[config.mk]
export PLATFORM = sky130hd
export DESIGN_NAME = mfd_ram
export DESIGN_NICKNAME = d
export VERILOG_FILES = /design/src/rtl/max_flow_dinic_core_defines.svh /design/src/rtl/mfd_ram.sv
export SDC_FILE = /design/constraint.sdc
export NUM_CORES = 1
export LEC_CHECK = 0
export ABC_AREA = 1
export BUFFER_PORTS_ARGS = -buffer_cell sky130_fd_sc_hd__clkbuf_2
export CORE_MARGIN = 5
export CORE_UTILIZATION = 55
export CTS_CLUSTER_SIZE = 25
export DETAILED_ROUTE_END_ITERATION = 6
export PLACE_DENSITY = 0.75
export SETUP_SLACK_MARGIN = 0.15
export SYNTH_ARGS = -nofsm -noshare
export SYNTH_HDL_FRONTEND = slang
export SYNTH_SLANG_ARGS = --single-unit
[constraint.sdc]
create_clock -name clk -period 1.1 [get_ports clk]
set_input_delay 0.11 -clock clk [delete_from_list [all_inputs] [get_ports clk]]
set_output_delay 0.11 -clock clk [all_outputs]
set_load 0.01 [all_outputs]
[src/rtl/max_flow_dinic_core_defines.svh]
// ---------------------------------------------------------------------------
// max_flow_dinic_core_defines
// assertion macros of the max flow core
// ---------------------------------------------------------------------------
`ifndef MAX_FLOW_DINIC_CORE_DEFINES_SVH
`define MAX_FLOW_DINIC_CORE_DEFINES_SVH
`ifndef NO_ASSERTIONS
// expression holds at every clock edge out of reset
`define MFD_ASSERT(label, c, r, expr, msg) \
    label: assert property (@(posedge c) disable iff (!r) (expr)) else $error(msg);
// consequent holds in the cycle after the antecedent
`define MFD_ASSERT_NEXT(label, c, r, ante, cons, msg) \
    label: assert property (@(posedge c) disable iff (!r) (ante) |=> (cons)) else $error(msg);
`else
`define MFD_ASSERT(label, c, r, expr, msg)
`define MFD_ASSERT_NEXT(label, c, r, ante, cons, msg)
`endif
`endif

[src/rtl/mfd_ram.sv]
// ---------------------------------------------------------------------------
// mfd_ram
// simple dual port ram, one write port, one registered read port
// ---------------------------------------------------------------------------
module mfd_ram #(
    parameter int W = 8,
    parameter int D = 16
) (
    input  logic                 clk,
    input  logic                 we,
    input  logic [$clog2(D)-1:0] waddr,
    input  logic [W-1:0]         wdata,
    input  logic [$clog2(D)-1:0] raddr,
    output logic [W-1:0]         rdata
);

    logic [W-1:0] mem [D];

    always_ff @(posedge clk)
    begin
        if (we)
        begin
            mem[waddr] <= wdata;
        end
        rdata <= mem[raddr];
    end

endmodule
Word-level counts from Yosys, hierarchy flattened
Memory sizes are Yosys's and may differ from the RTL's. A register that Yosys moved wholly into a read port is not among the register bits.
Cells that the tools add are included.
{ "op_classes": {"n_addsub": 0, "multipliers": 0, "div": 0, "n_lt_le_gt_ge": 0, "n_eq_ne": 0, "shift": 0, "n_mux": 2, "n_bitwise": 0, "n_reduce_logical": 0} }
{ "op_table": {"columns": ["op", "n"], "rows": [
  ["$mux 1", 2]
]} }
{ "word_totals": {"register_bits": 0, "latchBits": 0, "ramBits": 128, "mem_bits_ro": 0, "inputBits": 18, "out_inout_bits": 8, "wordCells": 3, "mem_count": 1} }
{ "mem_list": {"columns": ["name", "words", "width", "read_ports", "rd_clocked_by_memory_dff", "wr", "line_no", "rtl"], "rows": [
  ["mem", 16, 8, 1, 1, 1, "mfd_ram.sv:17", "logic [W-1:0] mem [D];"]
]} }

Logic depth before layout (Yosys ltp)
Gate-level depths: netlist of the first run.
{ "depth": {"depth_word": 2, "mapped_depth": 8, "mapped_depth_nobuf": 7} }

Worst setup path before layout of the first run
OpenSTA, ideal clock, no wires.
{ "synth_timing": {"kind": "input -> register", "from": "input waddr[3]", "to": "memory mem[4][0], enable pin", "setup_time_ns": 0.370, "t_arrival_ns": 0.691, "required_ns": 0.730, "path_slack_ns": 0.039, "cell_stages": 2, "n_path_buf": 0, "cell_sequence": "nand3b_1 -> nor2_1"} }
{ "synth_lines": {"columns": ["element", "line_no", "rtl"], "rows": [
  ["from (decl)", "mfd_ram.sv:11", "input logic [$clog2(D)-1:0] waddr,"],
  ["to (decl)", "mfd_ram.sv:17", null]
]} }
Straight into the memory's write port.

Worst setup path in the final report of the first run
{ "layout_timing": {"from": "register rdata[7] (read register of mem)", "to": "output rdata[7]"} }
{ "layout_lines": {"columns": ["element", "line_no", "rtl"], "rows": [
  ["from (decl)", "mfd_ram.sv:14", "output logic [W-1:0] rdata"]
]} }
No word-level cell between the ends.

==> results of run 1 <==
-- metal layers --
metal	routed length [um]	vias up	share of wire (%)
li1	-	1885	-
met1	5480	1957	39
met2	7080	188	51
met3	1070	30	7.7
met4	250	0	1.8
met5	0	-	0
-- logic make-up (layout without fill, tap and decap cells) --
| group | count (synthesis) | in the layout | share of synthesized area (%) |
|---|---|---|---|
| buffers and inverters | 126 | 192 | 9.52 |
| DFF | 136 | 136 | 69.4 |
| and+or+nand+nor | 289 | 289 | 21.0 |
-- power breakdown --
part	internal, uW	switching [uW]	total [uW]	leakage, uW
clock	3470	2170	5640	0.000278
sequential	5800	48.7	5850	0.00122
combinational	340	595	935	0.00163
total	9610	2810	12400	0.00313
-- timing repair --
item	in CTS	in global routing
endpoints found under the setup margin	16	16
endpoints found under the hold margin	0	0
pin swaps	9	24
gates resized for setup	32	55
hold buffers	0	0
-- synthesized netlist by cell type, drive strengths merged --
cell and instances:
buf 24, dfxtp 8, edfxtp 128, inv 102, nand2 173, nand3 97, nand3b 2, nor2 17
-- state kept, by name, summed over array words and instances (netlist names) --
signal and flops:
mem 128, rdata 8
-- stage by stage --
stage	total power, uW	hold WS, ns	area (um^2)	setup TNS, ns	setup slack, ns
floorplan	6360	0.209	5780	0	0.0392
global placement	6710	0.500	6280	-0.531	-0.125
detailed placement	6730	0.502	6280	-2.31	-0.152
CTS	12400	0.0257	7010	-0.0973	-0.0419
global route	12800	0.0648	7220	-0.0346	-0.0162
finish	12400	0.0508	7220	0	0.0112
-- cell type report --
class / instances / share of cell area [%]
Sequential cell: 136 / 55.6
Multi-Input combinational cell: 289 / 21.0
Timing Repair Buffer: 58 / 7.55
Clock buffer: 18 / 5.79
Inverter: 102 / 5.30
Clock inverter: 14 / 2.41
Tap cell: 136 / 2.36
-- how the worst max path moves through the flow --
stage                 end  slack (ns)
6_report         rdata[7]        0.01
5_1_grt          rdata[7]       -0.02
4_1_cts          rdata[7]       -0.04
3_5_place_dp     rdata[7]       -0.15
3_3_place_gp     rdata[5]       -0.13
2_1_floorplan  mem[10][0]        0.04
==> key figures, run 1 <==
Global route
  – Routing usage on met3: 4.64%
  – Met2 GRT Util: 38.1%
  – Grt ovf: 0
  – GRT Total Usage: 22.6%
  – Largest net degree at the start of global routing: 51
  – Antenna violations before repair: 0
  – Vias in the first global route: 3,918
  – Met1 Use GR: 30.1%
  – Busiest grt layer: met2
  – First-pass GRT wire length: 21,300 um

Floorplan
  – # IOs: 26
  – Die area: 12,600 um^2
  – Die outline width: 112 um
  – Core box area: 10,300 um^2
  – Die Y-Extent: 112 um
  – Initial Util: 56.1%
  – Rows: 37

CTS
  – Post-CTS setup buffer count: 0
  – Skew-Pair Late Insertion Delay: 0.51 ns
  – CTS Buffer Depth: 2
  – Clock sink total: 136
  – Clock transition at path regs: 0.06 ns
  – Total CTS buffers: 17
  – Root Buffer: clkbuf_8
  – H-tree depth: 4
  – CTS tree: yes

Routing
  – Drc violations: 0
  – Final antenna-violating net count: 0
  – Drt pass-1 iters: 5
  – Wire per inst: 18.4 um
  – Vias: 4,060
  – Via-to-Cell Ratio: 5.39
  – Total routed wirelength: 13,900 um
  – Initial DRC Count: 382

STA
  – Skew final: 0.00781 ns
  – Worst slew pin tran: 0.414 ns
  – Ratio of final minimum period to clock period: 99.0%
  – RSZ-0062 raised after global routing: true
  – Final Max Slew Viols: 0
  – Final min period: 1.09 ns
  – Hold Violations, Final: 0
  – Count of final setup violators: 0
  – Fmax: 0.918 GHz
  – Max-slew headroom: 72.4%

Flow run
  – Max Cap Viol: 0

Layout
  – # fillers: 704
  – Multi-input gate area: 1520 um^2
  – Diodes inserted: 0
  – Commonest non-fill, non-tap cells in the layout: nand2_1, edfxtp_1, inv_1, nand3_2, nand3_1
  – Net count, final: 622
  – FF+latch area: 4010 um^2
  – Most common cell after layout, fill and taps aside: nand2_1
  – Share of layout cells above drive strength 1: 27.4%
  – Synth-to-Final Area Change: 25.2%
  – Non-Filler Instances: 753
  – Layout Utilization: 70.3%

Critical path
  – Critical Path Slowest Stage Cell: dfxtp_2
  – Family with the most delay on the worst path: flip-flops
  – WP data arrival: 0.98 ns
  – CP Max Fanout: 1
  – R2R Path End: rdata[1]
  – Critical path buffers and inverters: 1
  – Setup crit start: rdata[7]
  – Critical Path Stages: 1
  – Crit Path Category: reg2out
  – Critical Path RT: 0.99 ns
  – Startpoint Class: register
  – Reg2Reg Setup Slack: 0.14 ns
  – Reg2Reg Launch Point: mem[8][1]
  – Cell Chain, Critical Path: buf_6
  – Worst Setup End Kind: primary output
  – Reg2reg path depth: 6
  – Crit path largest cell delay: 0.36 ns

Placement
  – Dpl hpwl: 8240 um
  – RePlAce Congestion: 0.830
  – Post-placement cell count: 721
  – # port buffers: 25

Synthesis
  – Syn_nets: 569
  – Seq cells post-synth: 136
  – Synth top area share: 66.7%
  – Syn. warnings: 0
  – Mapped cell area: 5770 um^2
  – Syn avg cell area: 10.5 um^2
  – Yosys top cell by area: edfxtp_1
  – Post-Syn Instances: 551
  – Synth cell types: 12
  – Synth top area cells: edfxtp_1, nand2_1, nand3_1
  – Seq/Total Area, Yosys: 69.4%

Min path
  – HP Class: in2reg
  – Hold path endpoint: rdata[5]
  – Worst Hold Path Cells: 4
  – Worst Min Path Start: raddr[2]

Pwr
  – Leak: 0.00313 uW
  – Maximum vdd drop: 1080 uV
  – Pwr dens: 1720 nW/um^2

Run status
  – Outcome: complete, no violations
(Power assumes the default switching activity.)
==> run 2: changes to the inputs <==
ABC_CLOCK_PERIOD_IN_PS = 1100   (was default)
CORE_UTILIZATION = 57   (was 55)
CTS_BUF_LIST = sky130_fd_sc_hd__clkbuf_8   (was default)
PLACE_DENSITY = 0.78   (was 0.75)
==> run 2 against run 1 <==
Against the previous run: final cell count shrank 0.66%; wire length down 6.7%; clock power down 35%; core utilization decreased by 1.8 points; first-iteration DRC count decreased by 18%; flip-flop and latch count unchanged; clock skew grew 0.0067 ns; combinational power decreased by 10%; sequential share of layout area rose by 4.0 points; count of clock-buffer cells in the layout decreased by 1; critical path depth unchanged; hold slack better by 0.084 ns; critical path type unchanged; largest power group unchanged.
==> key figures, run 2 (same netlist as run 1, synthesis figures left out) <==
Run status
  – Outcome: complete, no violations

Critical path
  – Critical path buffers and inverters: 1
  – Crit Path Category: reg2out
  – R2R Path End: rdata[3]
  – Critical Path Slowest Stage Cell: dfxtp_2
  – Family with the most delay on the worst path: flip-flops
  – Reg2Reg Launch Point: mem[3][3]
  – Critical Path RT: 0.99 ns
  – Worst Setup End Kind: primary output
  – WP data arrival: 0.87 ns
  – CP Max Fanout: 1
  – Cell Chain, Critical Path: buf_6
  – Reg2Reg Setup Slack: 0.13 ns
  – Startpoint Class: register
  – Setup crit start: rdata[7]
  – Reg2reg path depth: 6
  – Crit path largest cell delay: 0.33 ns
  – Critical Path Stages: 1

Floorplan
  – Rows: 36
  – Core box area: 9820 um^2
  – Initial Util: 58.7%
  – Die outline width: 111 um
  – Die area: 12,200 um^2
  – # IOs: 26
  – Die Y-Extent: 111 um

Routing
  – Wire per inst: 17.3 um
  – Drt pass-1 iters: 5
  – Final antenna-violating net count: 0
  – Via-to-Cell Ratio: 5.32
  – Drc violations: 0
  – Initial DRC Count: 314
  – Vias: 3,976
  – Total routed wirelength: 13,000 um

Layout
  – Synth-to-Final Area Change: 16.6%
  – Layout Utilization: 68.5%
  – Max FFs per register: 128
  – Final Instance Area: 6730 um^2
  – Top flop regs: mem x128, rdata x8
  – Diodes inserted: 0
  – Net count, final: 620
  – Register with the most flip-flops: mem
  – Share of layout cells above drive strength 1: 20.5%
  – Most common cell after layout, fill and taps aside: nand2_1
  – Commonest non-fill, non-tap cells in the layout: nand2_1, edfxtp_1, inv_1, nand3_1, buf_4

CTS
  – Total CTS buffers: 17
  – CTS tree: yes
  – Root Buffer: clkbuf_8
  – Hold Buf Count CTS: 0
  – Skew-Pair Late Insertion Delay: 0.43 ns
  – Clock sink total: 136
  – CTS Buffer Depth: 2
  – H-tree depth: 4
  – Clock transition at path regs: 0.09 ns

STA
  – Final Max Slew Viols: 0
  – Hold WS: 0.135 ns
  – Ratio of final minimum period to clock period: 89.2%
  – Setup TNS: 0 ns
  – Skew final: 0.0145 ns
  – Max-slew headroom: 70.7%
  – Fmax: 1.02 GHz
  – Hold Violations, Final: 0
  – Worst slew pin tran: 0.439 ns
  – Final min period: 0.981 ns
  – RSZ-0062 raised after global routing: true
  – Count of final setup violators: 0

Placement
  – Dpl hpwl: 8080 um
  – Placement Cell Area: 6200 um^2
  – RePlAce Congestion: 0.841
  – # port buffers: 25

Global route
  – Grt ovf: 0
  – Antenna violations before repair: 0
  – GRT Total Usage: 21.7%
  – Vias in the first global route: 3,999
  – First-pass GRT wire length: 20,400 um
  – Largest net degree at the start of global routing: 33

Min path
  – Worst Hold Path Cells: 1
  – Worst Min Path Start: wdata[2]
  – HP Class: in2reg
  – Hold path endpoint: mem[6][2]

Pwr
  – Leak: 0.00293 uW
  – Maximum vdd drop: 852 uV
  – Pwr dens: 1540 nW/um^2

Flow run
  – Max Cap Viol: 0
==> run 2: worst max-delay path by stage <==
stage,to
after floorplan,mem[10][0]
after global placement,rdata[3]
after detailed placement,rdata[3]
after CTS,rdata[0]
after global routing,rdata[0]
final,rdata[7]
==> run 2: metal layers <==
metal,up-vias,part of all wire (%),GRT usage (%)
met5,-,0,0
met4,0,2.0,9.11
met3,22,6.6,5.31
met2,150,52,37.4
met1,1931,39,26.2
li1,1873,-,-
==> run 2: repair_timing <==
action                                  4_1_cts  5_1_grt
buffers inserted                              0        0
resized for setup                            18       25
endpoints found under the setup margin       15       16
pin swaps                                    12       17
gates cloned                                  0        0
==> run 2: report_power, final <==
part / switching, uW / total (uW) / internal (uW) / leakage (uW)
clock: 2080 / 3670 / 1590 / 0.000165
combinational: 555 / 837 / 283 / 0.00154
sequential: 37.9 / 5820 / 5790 / 0.00122
==> run 2: cell type report <==
class	instances	area, um^2
inverter	102	383
clock inverter	15	119
tap	133	166
clock buffer	17	234
sequential	136	4010
timing repair buffer	56	445
fill	745	3090
multi-input combinational	289	1370
==> run 2: per-stage QoR <==
| step | worst slack, ns | power, uW | std cells |
|---|---|---|---|
| 3_3_place_gp | -0.0717 | 6660 | 716 |
| 5_1_grt | 0.0693 | 10700 | 748 |
| 6_report | 0.119 | 10300 | 748 |
| 2_1_floorplan | 0.0392 | 6360 | 551 |
| 3_5_place_dp | -0.107 | 6700 | 716 |
| 4_1_cts | 0.0826 | 10300 | 748 |
==> run 3: changes to the inputs <==
ABC_CLOCK_PERIOD_IN_PS = 800   (was 1100)
clock period = 0.8 ns   (was 1.1 ns; I/O delays follow)
==> run 3 against run 2 <==
Against the previous run: the flow now finishes with violations (negative setup slack); die area stayed put; via count up 1.4%; setup slack lost 0.38 ns; largest power group unchanged; flip-flop and latch count unchanged; count of clock-buffer cells in the layout did not move.
==> key figures, run 3 (same netlist as run 1, synthesis figures left out) <==
Run status
  – Outcome: finished with violations
  – Failing checks: negative setup slack

CTS
  – CTS Buffer Depth: 2
  – Root Buffer: clkbuf_8
  – Clock sink total: 136
  – Total CTS buffers: 17
  – CTS tree: yes
  – Clock transition at path regs: 0.08 ns
  – H-tree depth: 4
  – Skew-Pair Late Insertion Delay: 0.45 ns

STA
  – Skew final: 0.0176 ns
  – Ratio of final minimum period to clock period: 133%
  – Count of final setup violators: 16
  – Final Max Slew Viols: 0
  – Max-slew headroom: 69.8%
  – Fmax: 0.941 GHz
  – Post-route setup slack: -0.263 ns
  – Worst slew pin tran: 0.453 ns
  – Setup TNS: -2.71 ns
  – RSZ-0062 raised after global routing: true
  – Hold Violations, Final: 0
  – Final min period: 1.06 ns

Global route
  – Vias in the first global route: 3,863
  – First-pass GRT wire length: 20,300 um
  – Largest net degree at the start of global routing: 34
  – GRT Total Usage: 21.9%
  – Antenna violations before repair: 0
  – Grt ovf: 0

Routing
  – Vias: 4,031
  – Total routed wirelength: 13,500 um
  – Via-to-Cell Ratio: 5.41
  – Drc violations: 0
  – Final antenna-violating net count: 0
  – Wire per inst: 18.1 um
  – Drt pass-1 iters: 5
  – Initial DRC Count: 369

Floorplan
  – Die area: 12,200 um^2
  – Die outline width: 111 um
  – Rows: 36
  – # IOs: 26
  – Initial Util: 58.7%
  – Die Y-Extent: 111 um
  – Core box area: 9820 um^2

Critical path
  – WP data arrival: 1.41 ns
  – Worst Setup End Kind: register
  – Cell Chain, Critical Path: inv_1 -> nand2_1 -> nand3_2 -> nand3_2 -> nand3_2 -> nand2_1
  – CP Max Fanout: 1
  – Critical Path Slowest Stage Cell: edfxtp_1
  – Most used cell, CP: nand3_2
  – Critical Path RT: 1.15 ns
  – Crit path largest cell delay: 0.43 ns
  – Crit Path Category: reg2reg
  – Startpoint Class: register

Flow run
  – Max Cap Viol: 0

Layout
  – Share of layout cells above drive strength 1: 31.7%
  – Commonest non-fill, non-tap cells in the layout: nand2_1, edfxtp_1, inv_1, nand3_2, nand3_1
  – Synth-to-Final Area Change: 23.0%
  – Top flop regs: mem x128, rdata x8
  – Most common cell after layout, fill and taps aside: nand2_1
  – Non-Filler Instances: 745
  – Register with the most flip-flops: mem
  – Max FFs per register: 128
  – Net count, final: 617
  – Diodes inserted: 0
  – # fillers: 657

Pwr
  – Pwr dens: 2090 nW/um^2
  – Maximum vdd drop: 1420 uV
  – Leak: 0.00303 uW

Placement
  – Dpl hpwl: 8330 um
  – RePlAce Congestion: 0.908
  – Post-placement cell count: 710
  – # port buffers: 25

Min path
  – HP Class: in2reg
run 3: changes by cell type in the layout (fill, tap and decap cells not counted), moves of 5 or more:
| cell | change |
|---|---|
| nand2_2 | +11 |
| nand3_2 | +40 |
| nor2_4 | +9 |
| nand3_1 | -40 |
| nor2_1 | -11 |
| buf_4 | -5 |
| nand2_1 | -15 |
run 3: final timing paths:
kind         startpoint        to  slack, ns  depth (start not counted)
max          mem[11][2]  rdata[2]      -0.26                          6
min reg2reg  mem[13][1]  rdata[1]       0.67                          6
min            raddr[3]  rdata[6]       0.05                          4
max reg2reg  mem[11][2]  rdata[2]      -0.26                          6
run 3: critical path, delay by kind of cell, from the launching register on:
kind          cells  cell delay [ns]
buf+inv           1             0.14
simple gates      5             0.39
flops             1             0.43
run 3: what timing repair did:
action                                 4_1_cts  5_1_grt
gates resized for setup                     40       58
pin swaps                                   23       28
buffers inserted                             2        0
hold buffers                                 1        0
setup endpoints to repair                   80       32
endpoints found under the hold margin        3        0
run 3: final cells by class:
| class | instances | area, um^2 | share of cell area [%] |
|---|---|---|---|
| sequential | 136 | 4010 | 56.5 |
| multi-input combinational | 289 | 1700 | 23.9 |
| timing repair buffer | 53 | 445 | 6.28 |
| inverter | 102 | 388 | 5.47 |
| clock buffer | 17 | 234 | 3.30 |
| tap | 133 | 166 | 2.35 |
| clock inverter | 15 | 151 | 2.13 |
run 3: routing by layer:
| metal | vias up | share of wire [%] | wire [um] | track usage (%) |
|---|---|---|---|---|
| li1 | 1872 | - | - | - |
| met1 | 1890 | 38 | 5080 | 28.2 |
| met2 | 215 | 50 | 6690 | 35.2 |
| met3 | 54 | 8.4 | 1140 | 5.58 |
| met4 | 0 | 4.1 | 554 | 9.69 |
| met5 | - | 0 | 0 | 0 |
run 3: metrics by stage:
| step | hold WS [ns] | utilization (%) | power (uW) | area (um^2) | setup slack, ns |
|---|---|---|---|---|---|
| 5_1_grt | 0.0441 | 72.3 | 15300 | 7100 | -0.264 |
| 3_3_place_gp | 0.407 | 64.0 | 9250 | 6280 | -0.381 |
| 2_1_floorplan | 0.179 | - | 8790 | 5910 | -0.154 |
| 6_report | 0.0534 | 72.3 | 14800 | 7100 | -0.263 |
| 4_1_cts | 0.0274 | 69.9 | 14700 | 6870 | -0.230 |
| 3_5_place_dp | 0.411 | 64.0 | 9280 | 6280 | -0.429 |
run 3: where the power goes:
group          switching (uW)  internal [uW]  total (uW)
sequential               64.7           7960        8030
combinational             880            467        1350
clock                    2680           2760        5440
